--- src/rtl/lsrk_pkg.sv ---
// Shared types and constants for the LIFO stack with remove-by-key.
// No dependencies; every other file imports this package.
package lsrk_pkg;

  localparam int DEPTH_DEF    = 16;
  localparam int KEY_BITS_DEF = 64;

  // Operation codes carried by a request transaction
  typedef enum logic [1:0] {
    OP_PUSH   = 2'd0,
    OP_POP    = 2'd1,
    OP_REMOVE = 2'd2,
    OP_CLEAR  = 2'd3
  } op_t;

  // Status codes returned in a response transaction
  typedef enum logic [1:0] {
    ST_OK       = 2'd0,
    ST_EMPTY    = 2'd1,
    ST_FULL     = 2'd2,
    ST_NOTFOUND = 2'd3
  } status_t;

  // What every cell in the row does this cycle
  typedef enum logic [1:0] {
    CM_HOLD,
    CM_PUSH,
    CM_POP,
    CM_REMOVE
  } cell_mode_t;

  typedef struct packed {
    op_t         op;
    logic [63:0] name_key;
    logic [7:0]  entry_age;
  } req_t;

  typedef struct packed {
    status_t     status;
    logic [4:0]  entry_count;
    logic [63:0] top_name;
    logic [7:0]  top_age;
  } rsp_t;

endpackage

--- src/rtl/lsrk_cell.sv ---
// One stack slot: holds a key and an age, shifts toward or away from the top.
// Depends on lsrk_pkg (cell_mode_t).
module lsrk_cell #(
  parameter int KEY_BITS = lsrk_pkg::KEY_BITS_DEF
) (
  input  logic                   clk,
  input  lsrk_pkg::cell_mode_t   mode,
  input  logic                   held,       // slot lies below the fill count
  input  logic [KEY_BITS-1:0]    search_key,
  input  logic [KEY_BITS-1:0]    up_key,     // neighbor nearer the top
  input  logic [7:0]             up_age,
  input  logic [KEY_BITS-1:0]    dn_key,     // neighbor farther from the top
  input  logic [7:0]             dn_age,
  input  logic                   found_in,   // match seen in a slot nearer the top
  output logic                   found_out,
  output logic [KEY_BITS-1:0]    key,
  output logic [7:0]             age,
  output logic [KEY_BITS-1:0]    key_next,
  output logic [7:0]             age_next
);
  import lsrk_pkg::*;

  // First match from the top: this slot and all below it close the gap
  assign found_out = found_in | (held && (key == search_key));

  always_comb begin
    key_next = key;
    age_next = age;
    unique case (mode)
      CM_PUSH: begin
        key_next = up_key;
        age_next = up_age;
      end
      CM_POP: begin
        key_next = dn_key;
        age_next = dn_age;
      end
      CM_REMOVE: begin
        if (found_out) begin
          key_next = dn_key;
          age_next = dn_age;
        end
      end
      default: begin
      end
    endcase
  end

  // Payload only, no reset: slots beyond the fill count are never reported
  always_ff @(posedge clk) begin
    key <= key_next;
    age <= age_next;
  end

endmodule

--- src/rtl/lifo_stack_remove_by_key_core.sv ---
// Top level of the LIFO stack with remove-by-key: control, fill count, cell row.
// Depends on lsrk_pkg and lsrk_cell.
//
//  channel | signals                     | direction | payload
//  --------+-----------------------------+-----------+----------------------------
//  request | req_valid, req_ready, req   | in        | op, name_key, entry_age
//  response| rsp_valid, rsp_ready, rsp   | out       | status, count, top entry
//
// One transaction per cycle while the response side keeps up: the cell row searches all
// slots and shifts in the same cycle it accepts a request; the response is registered at that edge.
// A request is taken whenever the response register is empty or being drained.
// Synchronous reset empties the stack and the response register, no clearing pass.
// A stalled response holds its payload; requests wait until it is taken.
module lifo_stack_remove_by_key_core #(
  parameter int DEPTH    = lsrk_pkg::DEPTH_DEF,
  parameter int KEY_BITS = lsrk_pkg::KEY_BITS_DEF
) (
  input  logic           clk,
  input  logic           rst,
  input  logic           req_valid,
  output logic           req_ready,
  input  lsrk_pkg::req_t req,
  output logic           rsp_valid,
  input  logic           rsp_ready,
  output lsrk_pkg::rsp_t rsp
);
  import lsrk_pkg::*;

  localparam int CW = $clog2(DEPTH + 1);

  logic [CW-1:0] count;
  logic [CW-1:0] count_next;
  logic          accept;
  logic          is_empty;
  logic          is_full;
  cell_mode_t    mode;
  status_t       status;
  logic [KEY_BITS-1:0] req_key;

  logic [KEY_BITS-1:0] key_q    [DEPTH];
  logic [7:0]          age_q    [DEPTH];
  logic [KEY_BITS-1:0] key_n    [DEPTH];
  logic [7:0]          age_n    [DEPTH];
  logic [DEPTH:0]      found;

  logic [CW+4:0]       count_ext;
  logic [KEY_BITS+63:0] top_ext;

  assign req_ready = !rsp_valid || rsp_ready;
  assign accept    = req_valid && req_ready;
  assign is_empty  = (count == '0);
  assign is_full   = (count == CW'(DEPTH));
  assign req_key   = req.name_key[KEY_BITS-1:0];

  // Decode operation into cell mode, status and next fill count
  always_comb begin
    mode       = CM_HOLD;
    status     = ST_OK;
    count_next = count;
    if (accept) begin
      unique case (req.op)
        OP_PUSH: begin
          if (is_full) begin
            status = ST_FULL;
          end else begin
            mode       = CM_PUSH;
            count_next = count + CW'(1);
          end
        end
        OP_POP: begin
          if (is_empty) begin
            status = ST_EMPTY;
          end else begin
            mode       = CM_POP;
            count_next = count - CW'(1);
          end
        end
        OP_REMOVE: begin
          if (is_empty) begin
            status = ST_EMPTY;
          end else begin
            mode = CM_REMOVE;
            if (found[DEPTH]) count_next = count - CW'(1);
            else status = ST_NOTFOUND;
          end
        end
        OP_CLEAR: begin
          count_next = '0;
        end
        default: begin
        end
      endcase
    end
  end

  // Row of cells, slot 0 is the top of the stack
  assign found[0] = 1'b0;

  for (genvar j = 0; j < DEPTH; j++) begin : g_cell
    logic [KEY_BITS-1:0] up_key;
    logic [7:0]          up_age;
    logic [KEY_BITS-1:0] dn_key;
    logic [7:0]          dn_age;

    if (j == 0) begin : g_top
      assign up_key = req_key;
      assign up_age = req.entry_age;
    end else begin : g_mid
      assign up_key = key_q[j-1];
      assign up_age = age_q[j-1];
    end

    if (j == DEPTH - 1) begin : g_bot
      assign dn_key = '0;
      assign dn_age = '0;
    end else begin : g_nbot
      assign dn_key = key_q[j+1];
      assign dn_age = age_q[j+1];
    end

    lsrk_cell #(
      .KEY_BITS(KEY_BITS)
    ) u_cell (
      .clk       (clk),
      .mode      (mode),
      .held      (count > CW'(j)),
      .search_key(req_key),
      .up_key    (up_key),
      .up_age    (up_age),
      .dn_key    (dn_key),
      .dn_age    (dn_age),
      .found_in  (found[j]),
      .found_out (found[j+1]),
      .key       (key_q[j]),
      .age       (age_q[j]),
      .key_next  (key_n[j]),
      .age_next  (age_n[j])
    );
  end

  // Fill count
  always_ff @(posedge clk) begin
    if (rst) count <= '0;
    else     count <= count_next;
  end

  // Response register
  assign count_ext = {5'b0, count_next};
  assign top_ext   = {64'b0, key_n[0]};

  always_ff @(posedge clk) begin
    if (rst) begin
      rsp_valid <= 1'b0;
    end else if (accept) begin
      rsp_valid <= 1'b1;
    end else if (rsp_ready) begin
      rsp_valid <= 1'b0;
    end
  end

  always_ff @(posedge clk) begin
    if (accept) begin
      rsp.status      <= status;
      rsp.entry_count <= count_ext[4:0];
      if (count_next == '0) begin
        rsp.top_name <= '0;
        rsp.top_age  <= '0;
      end else begin
        rsp.top_name <= top_ext[63:0];
        rsp.top_age  <= age_n[0];
      end
    end
  end

endmodule

--- config.mk ---
export PLATFORM = sky130hd
export DESIGN_NAME = lifo_stack_remove_by_key_core
export DESIGN_NICKNAME = d
export VERILOG_FILES = /design/src/rtl/lsrk_pkg.sv /design/src/rtl/lsrk_cell.sv /design/src/rtl/lifo_stack_remove_by_key_core.sv
export SDC_FILE = /design/constraint.sdc
export NUM_CORES = 2
export LEC_CHECK = 0
export BUFFER_PORTS_ARGS = -buffer_cell sky130_fd_sc_hd__buf_2
export CAP_MARGIN = 5
export CORE_UTILIZATION = 45
export CTS_CLUSTER_DIAMETER = 150
export DETAILED_ROUTE_END_ITERATION = 7
export PLACE_DENSITY = 0.61
export SLEW_MARGIN = 20
export SYNTH_ARGS = -nofsm -noshare
export SYNTH_HDL_FRONTEND = slang
export SYNTH_SLANG_ARGS = --single-unit
--- constraint.sdc ---
create_clock -name clk -period 9.2 [get_ports clk]
set_clock_uncertainty 0.15 [all_clocks]
set_input_delay 2.76 -clock clk [delete_from_list [all_inputs] [get_ports clk]]
set_output_delay 2.76 -clock clk [all_outputs]
set_load 0.1 [all_outputs]
* Word level (Yosys, flattened, before mapping)
Cells that the tools add are included.
** Word-level totals
- Input port bits :: 78
- Bits in registers :: 1237
- Output and inout bits :: 81
- Logic and storage cells :: 230
** Operators by class
- $add $sub $neg :: 2
- Reduce and logical (&&, ||, !) cells :: 39
- Bitwise gates (word level) :: 15
- Equality and inequality tests :: 38
- Multiplexer cells :: 82
- $lt $le $gt $ge :: 16
** Operators by type and width (number)
- case mux 64 bit (3 select lines) :: 16
- equality test 64 bit :: 16
- two-way mux 64 bit :: 16
- case mux 8 bit (3 select lines) :: 16
- two-way mux 8 bit :: 16
- greater-than comparator 5 x 4 -> 1 bit, second input constant :: 8
- inequality test 2 x 1 -> 1 bit, second input constant :: 15
- AND reduction 2 bit :: 15
- two-way mux 5 bit :: 5
- greater-than comparator 5 x 3 -> 1 bit, second input constant :: 4
- case mux 5 bit (4 select lines) :: 1
- logical AND 1 bit :: 17
- OR 1 bit :: 15
- two-way mux 2 bit :: 6
- case mux 2 bit (3 select lines) :: 2
- greater-than comparator 5 x 1 -> 1 bit, second input constant :: 2
- greater-than comparator 5 x 2 -> 1 bit, second input constant :: 2
- logical NOT 5 bit :: 2
- equality test 2 bit, second input constant :: 4
- adder 5 x 1 -> 5 bit, second input constant :: 1
- equality test 5 bit, second input constant :: 1
- subtractor 5 x 1 -> 5 bit, second input constant :: 1
- equality test 2 x 1 -> 1 bit, second input constant :: 2
- two-way mux 1 bit :: 4
- other kinds (5) :: 5

* Logic depth before layout (Yosys ltp)
- Depth in word-level cells :: 22
- Gate-level depth with buffers :: 15
- Depth with buffers taken out :: 12

* Cells and area by module
Synthesis repeated with hierarchy kept, for this count alone.
** Unflattened totals
- Cells, all modules :: 8512
- Area, all modules :: 73269.0 µm²
** Modules (own cells, without submodules)
- lsrk_cell :: instances 16, seq. area each 1441.4 µm², area each 4315.4 µm², cells an instance 508
- lifo_stack_remove_by_key_core :: instances 1, seq. area each 2492.4 µm², area each 4222.8 µm², cells an instance 384

* Least setup slack after synthesis
Ideal clock, no wire load.
- Path type :: input -> register
- From :: input port rsp_ready
- To :: register g_cell[13].u_cell.age[0], enable pin
- Stages on the path :: 8
- Required time :: 8.524 ns
- Setup time :: 0.526 ns
- Arrival :: 8.485 ns
- Slack :: 0.040 ns
- Buffers on the path :: 2
- Cell sequence :: nand2b_1 nand2_1 a21oi_1 ha_1 clkbuf_1 nor2_1 clkbuf_1 a21oi_1
** Between the ends
- Word-level cells in the longest chain between the ends :: 6
- Elaborated cells between the ends (all ways) :: 9
- Those cells by class :: eq/ne: 4; mux: 1; reduce/logical: 4
** Ends and longest elaborated chain
- start: declaration :: RTL line lifo_stack_remove_by_key_core.sv:24 : input logic rsp_ready,
- logical OR 1 bit (*) :: RTL line lifo_stack_remove_by_key_core.sv:49 : assign req_ready = !rsp_valid || rsp_ready;
- logical AND 1 bit (*) :: RTL line lifo_stack_remove_by_key_core.sv:50 : assign accept = req_valid && req_ready;
- two-way mux 2 bit (*) :: RTL line lifo_stack_remove_by_key_core.sv:60 : if (accept) begin
- equality test 2 bit / equality test 2 x 1 -> 1 bit (equally long branches) :: RTL line lsrk_cell.sv:29 : unique case (mode)
- inequality test 2 x 1 -> 1 bit (no source line) / nonzero test 3 bit (equally long branches)
- AND reduction 2 bit (no source line) (*)
- end signal: assignment :: RTL line lsrk_cell.sv:52 : age <= age_next;
- end: declaration :: RTL line lsrk_cell.sv:17 : output logic [7:0] age,
Mark *: on every way between the ends. The rest lies on a longest branch, timed or not.
A chain may end at the register's enable or synchronous reset.

* Worst setup path in the final report
- From :: input port req[49] in the netlist's numbering
- To :: register rsp[22] in the netlist's numbering (data pin)
** Between the ends
- Word-level cells in the longest chain between the ends :: 22
- Elaborated cells between the ends (all ways) :: 54
- Those cells by class :: eq/ne: 16; mux: 6; bitwise: 15; reduce/logical: 17
** Ends and longest elaborated chain
- start: declaration :: RTL line lifo_stack_remove_by_key_core.sv:22 : input lsrk_pkg::req_t req,
- equality test 64 bit :: RTL line lsrk_cell.sv:24 : assign found_out = found_in | (held && (key == search_key));
- logical AND 1 bit :: RTL line lsrk_cell.sv:24
- OR 1 bit (14 in a row) :: RTL line lsrk_cell.sv:24
- OR 1 bit (*) :: RTL line lsrk_cell.sv:24
- two-way mux 5 bit (*) :: RTL line lifo_stack_remove_by_key_core.sv:83 : if (found[DEPTH]) count_next = count - CW'(1);
- two-way mux 5 bit (*) :: RTL line lifo_stack_remove_by_key_core.sv:79 : if (is_empty) begin
- case mux 5 bit (4 select lines) (*) :: RTL line lifo_stack_remove_by_key_core.sv:61 : unique case (req.op)
- two-way mux 5 bit (*) :: RTL line lifo_stack_remove_by_key_core.sv:60
- via count_next[0] :: RTL line lifo_stack_remove_by_key_core.sv:32 : logic [CW-1:0] count_next;
- logical NOT 5 bit (*) :: RTL line lifo_stack_remove_by_key_core.sv:165 : if (count_next == '0) begin
- end: declaration :: RTL line lifo_stack_remove_by_key_core.sv:25 : output lsrk_pkg::rsp_t rsp
The timed path passes the listed nets; every way through them passes the cells marked *.

==> flow_summary_export.csv <==
group,metric,value,unit
power,power_density,243.3,nW/um2
power,switching_share,32.65,%
synthesis,async_flop_share,0,%
grt,grt_pass1_vias,41178,
placement,dp_hpwl,186200,um
synthesis,ys_types,64,
placement,gp_congestion,1.021,
cts,clockBufferDepth,3,
cts,cts_resized,0,
synthesis,synth-main-ff-cell,"edfxtp_1",
route,dr.pass1.iters,5,
route,wl_per_cell,36.67,um
worst_setup_path,reg2reg_depth,12,
sta,slew-limit-headroom,19.97,%
power,seq_power_share,45.6,%
grt,track_usage,33.46,%
placement,io_buffers,158,
sta,final-max-slew-violation-count,0,
layout,final_nets,4853,
route,via_count,42747,
worst_setup_path,ff2ff_setup_slack,3.16,ns
synthesis,synth_seq_cells,1237,
route,drt-initial-drc-count,6579,
worst_setup_path,crit_slowest_cell,"nor4_1",
die,chipWidth,381.2,um
power,ir_drop,0.0002082,V
sta,hold_viol,0,
grt,grt_pass1_wl,337600,um
outcome,status,"completed",
power,finalPower,17.55,mW
worst_setup_path,crit-reg2reg-launch,"count[4]",
worst_setup_path,cpPeakStageDelay,0.92,ns
cts,cts_buffers,143,
job,max_cap_violations,0,
die,boundaryPins,159,
die,die_h,381.2,um
worst_setup_path,worstPathMaxFanout,72,
hold_path,hold_path.startpoint,"rsp_valid",
power,p_sw,5.732,mW
route,routed_wl,248500,um
cts,htree_levels,4,
cts,path_clk_slew,0.06,ns
synthesis,syn_area,64700,um2
die,row_count,138,
sta,setup_viol,0,
synthesis,yosysWarnings,0,
synthesis,ys_seq_area_share,56.21,%
worst_setup_path,criticalPathCategory,"input port to flop",
worst_setup_path,crit_path_frequent_cell,"buf_4",
grt,grt.overflow.total,0,
die,die_area,145300,um2
sta,rsz0062_at_grt,"false",
worst_setup_path,arrival,8.09,ns
power,power.leakage,24.30,nW
cts,postCtsHoldBufs,0,
synthesis,synth.net_count,4784,
worst_setup_path,cp-end-kind,"flop",
worst_setup_path,r2r_end,"rsp[22]",
sta,max_freq,128.8,MHz
die,initial_core_util,45.53,%
layout,drive_gt1_share,30.67,%
synthesis,synth_edf_count,1159,
hold_path,hold_path.class,"flop to flop",
power,power_frac_comb,21.0,%
power,power_frac_clock,33.5,%
route,antenna_left,0,
worst_setup_path,cp-start-kind,"input port",
route,drc,0,
synthesis,syn_inst,4696,
sta,fin_setup_tns,0,ns
cts,post_cts_buffers,0,
worst_setup_path,crit_chain,"buf_2, buf_4, xnor2_1, nand4_1, nor3_1, nand3_1, nor4_1, nor4_4, nand4_4, nand2_2, o311a_1, nor2_4, buf_4, a21boi_0",
route,vias_per_cell,6.307,
layout,syn2layout_area_growth,11.53,%
worst_setup_path,crit_required,9.53,ns
cts,clockRootBuffer,"clkbuf_16",
grt,grt_max_degree,150,
cts,clock-sinks,1237,
cts,clock_latency,0.81,ns
sta,fin_crit_sh,84.36,%
sta,tightestPinTransition,1.192,ns
grt,antenna_found_initial,12,
cts,cts_tree,"yes",
hold_path,hold_path_end,"rsp_valid",
power,intPower,11.82,mW
die,core_area,142100,um2
synthesis,syn_avg_cell_area,13.78,um2
hold_path,min_path_cells,2,
sta,min_period,7.761,ns
## layout by cell type (no fill, tap or decap), types with 14 or more instances in the layout
| cell | n |
|---|---|
| clkbuf_8 | 17 |
| xor2_1 | 486 |
| dfxtp_1 | 78 |
| buf_12 | 24 |
| clkbuf_1 | 24 |
| nor3_1 | 24 |
| xnor2_1 | 502 |
| nand2_1 | 50 |
| clkinv_1 | 21 |
| nand3_1 | 25 |
| and2_1 | 74 |
| a21oi_1 | 159 |
| o21ai_0 | 101 |
| buf_4 | 72 |
| a21boi_1 | 48 |
| nor2_1 | 94 |
| nor2b_1 | 20 |
| o22ai_1 | 14 |
| nand4_1 | 153 |
| clkbuf_16 | 144 |
| edfxtp_1 | 1159 |
| nor4_1 | 155 |
| inv_1 | 37 |
| mux2_2 | 993 |
| a21boi_0 | 24 |
| a221oi_1 | 75 |
| clkinv_2 | 24 |
| buf_2 | 158 |
## flip-flops by register name (all words and copies together) (netlist names)
| name | cells |
|---|---|
| rsp | 79 |
| count | 5 |
| g_cell.u_cell.age | 128 |
| rsp_valid | 1 |
| g_cell.u_cell.key | 1024 |
## critical path, delay by kind of cell
family / cells / cell delay [ns]
xor+xnor: 1 / 0.72
buf+inv: 3 / 1.17
simple gates: 8 / 2.65
compound gates: 2 / 0.63
## Yosys cell counts (all sizes together), types with 72 or more instances
cell,count,area share [%]
a21boi,72,0.84
a21oi,164,1.3
a221oi,75,1.0
and2,76,0.73
buf,156,1.6
clkbuf,174,1.0
dfxtp,78,2.4
edfxtp,1159,54
mux2,995,17
nand4,154,1.5
nor2,103,0.60
nor4,157,1.5
o21ai,102,0.79
xnor2,502,6.8
xor2,486,6.6
## stage by stage
stage | hold slack (ns) | cell area [um2] | util [%] | setup WS, ns | std cells
after floorplan | 0.3221 | 64700 | - | 0.03950 | 4696
after global placement | 0.3555 | 67360 | 47.40 | 1.216 | 6510
after detailed placement | 0.3567 | 67360 | 47.40 | 1.054 | 6510
after CTS | 0.3694 | 72140 | 50.76 | 1.894 | 6771
after global routing | 0.3944 | 72140 | 50.77 | 1.495 | 6771
final | 0.3741 | 72160 | 50.78 | 1.439 | 6778
## final cells by class
cell class	count	area [um2]
inverter	38	143.9
clock inverter	76	847.1
clock buffer	185	3928
antenna	7	17.52
multi-input combinational	3091	26680
fill	12250	69940
sequential	1237	36360
timing repair buffer	254	1812
tap	1890	2365
## power groups by stage
stage / registers (mW) / clock network [mW] / logic, mW
after global placement: 8.09 / 0 / 3.51
after global routing: 8.05 / 6.11 / 3.81
after detailed placement: 8.10 / 0 / 3.54
final: 8.00 / 5.87 / 3.68
after floorplan: 8.17 / 0 / 1.99
after CTS: 7.98 / 5.91 / 3.56
## per-layer routing
| layer | share of wire [%] | track usage [%] | vias up |
|---|---|---|---|
| met5 | 0.10 | 1.058 | - |
| met4 | 2.0 | 7.281 | 8 |
| met3 | 13 | 12.59 | 284 |
| met2 | 44 | 49.53 | 2467 |
| met1 | 41 | 46.36 | 22330 |
| li1 | - | - | 17658 |
## logic make-up after synthesis
| logic type | Yosys count | synth area share (%) |
|---|---|---|
| flops | 1237 | 56.21 |
| mux | 996 | 17.34 |
| xor+xnor | 988 | 13.37 |
| simple gates | 630 | 5.490 |
| compound gates | 467 | 4.583 |
| buf+inv | 368 | 2.812 |
| fa+ha+maj | 10 | 0.1934 |
## worst max path at each step
stage | start | end | slack, ns | cells after the start
after floorplan | rsp_ready | g_cell[13].u_cell.age[0] | 0.04 | 8
after global placement | req[49] | rsp[22] | 1.22 | 14
after detailed placement | req[49] | rsp[59] | 1.05 | 14
after CTS | req[49] | rsp[59] | 1.89 | 14
after global routing | req[49] | rsp[22] | 1.50 | 14
final | req[49] | rsp[22] | 1.44 | 14
Power figures use the tool's default switching activity.
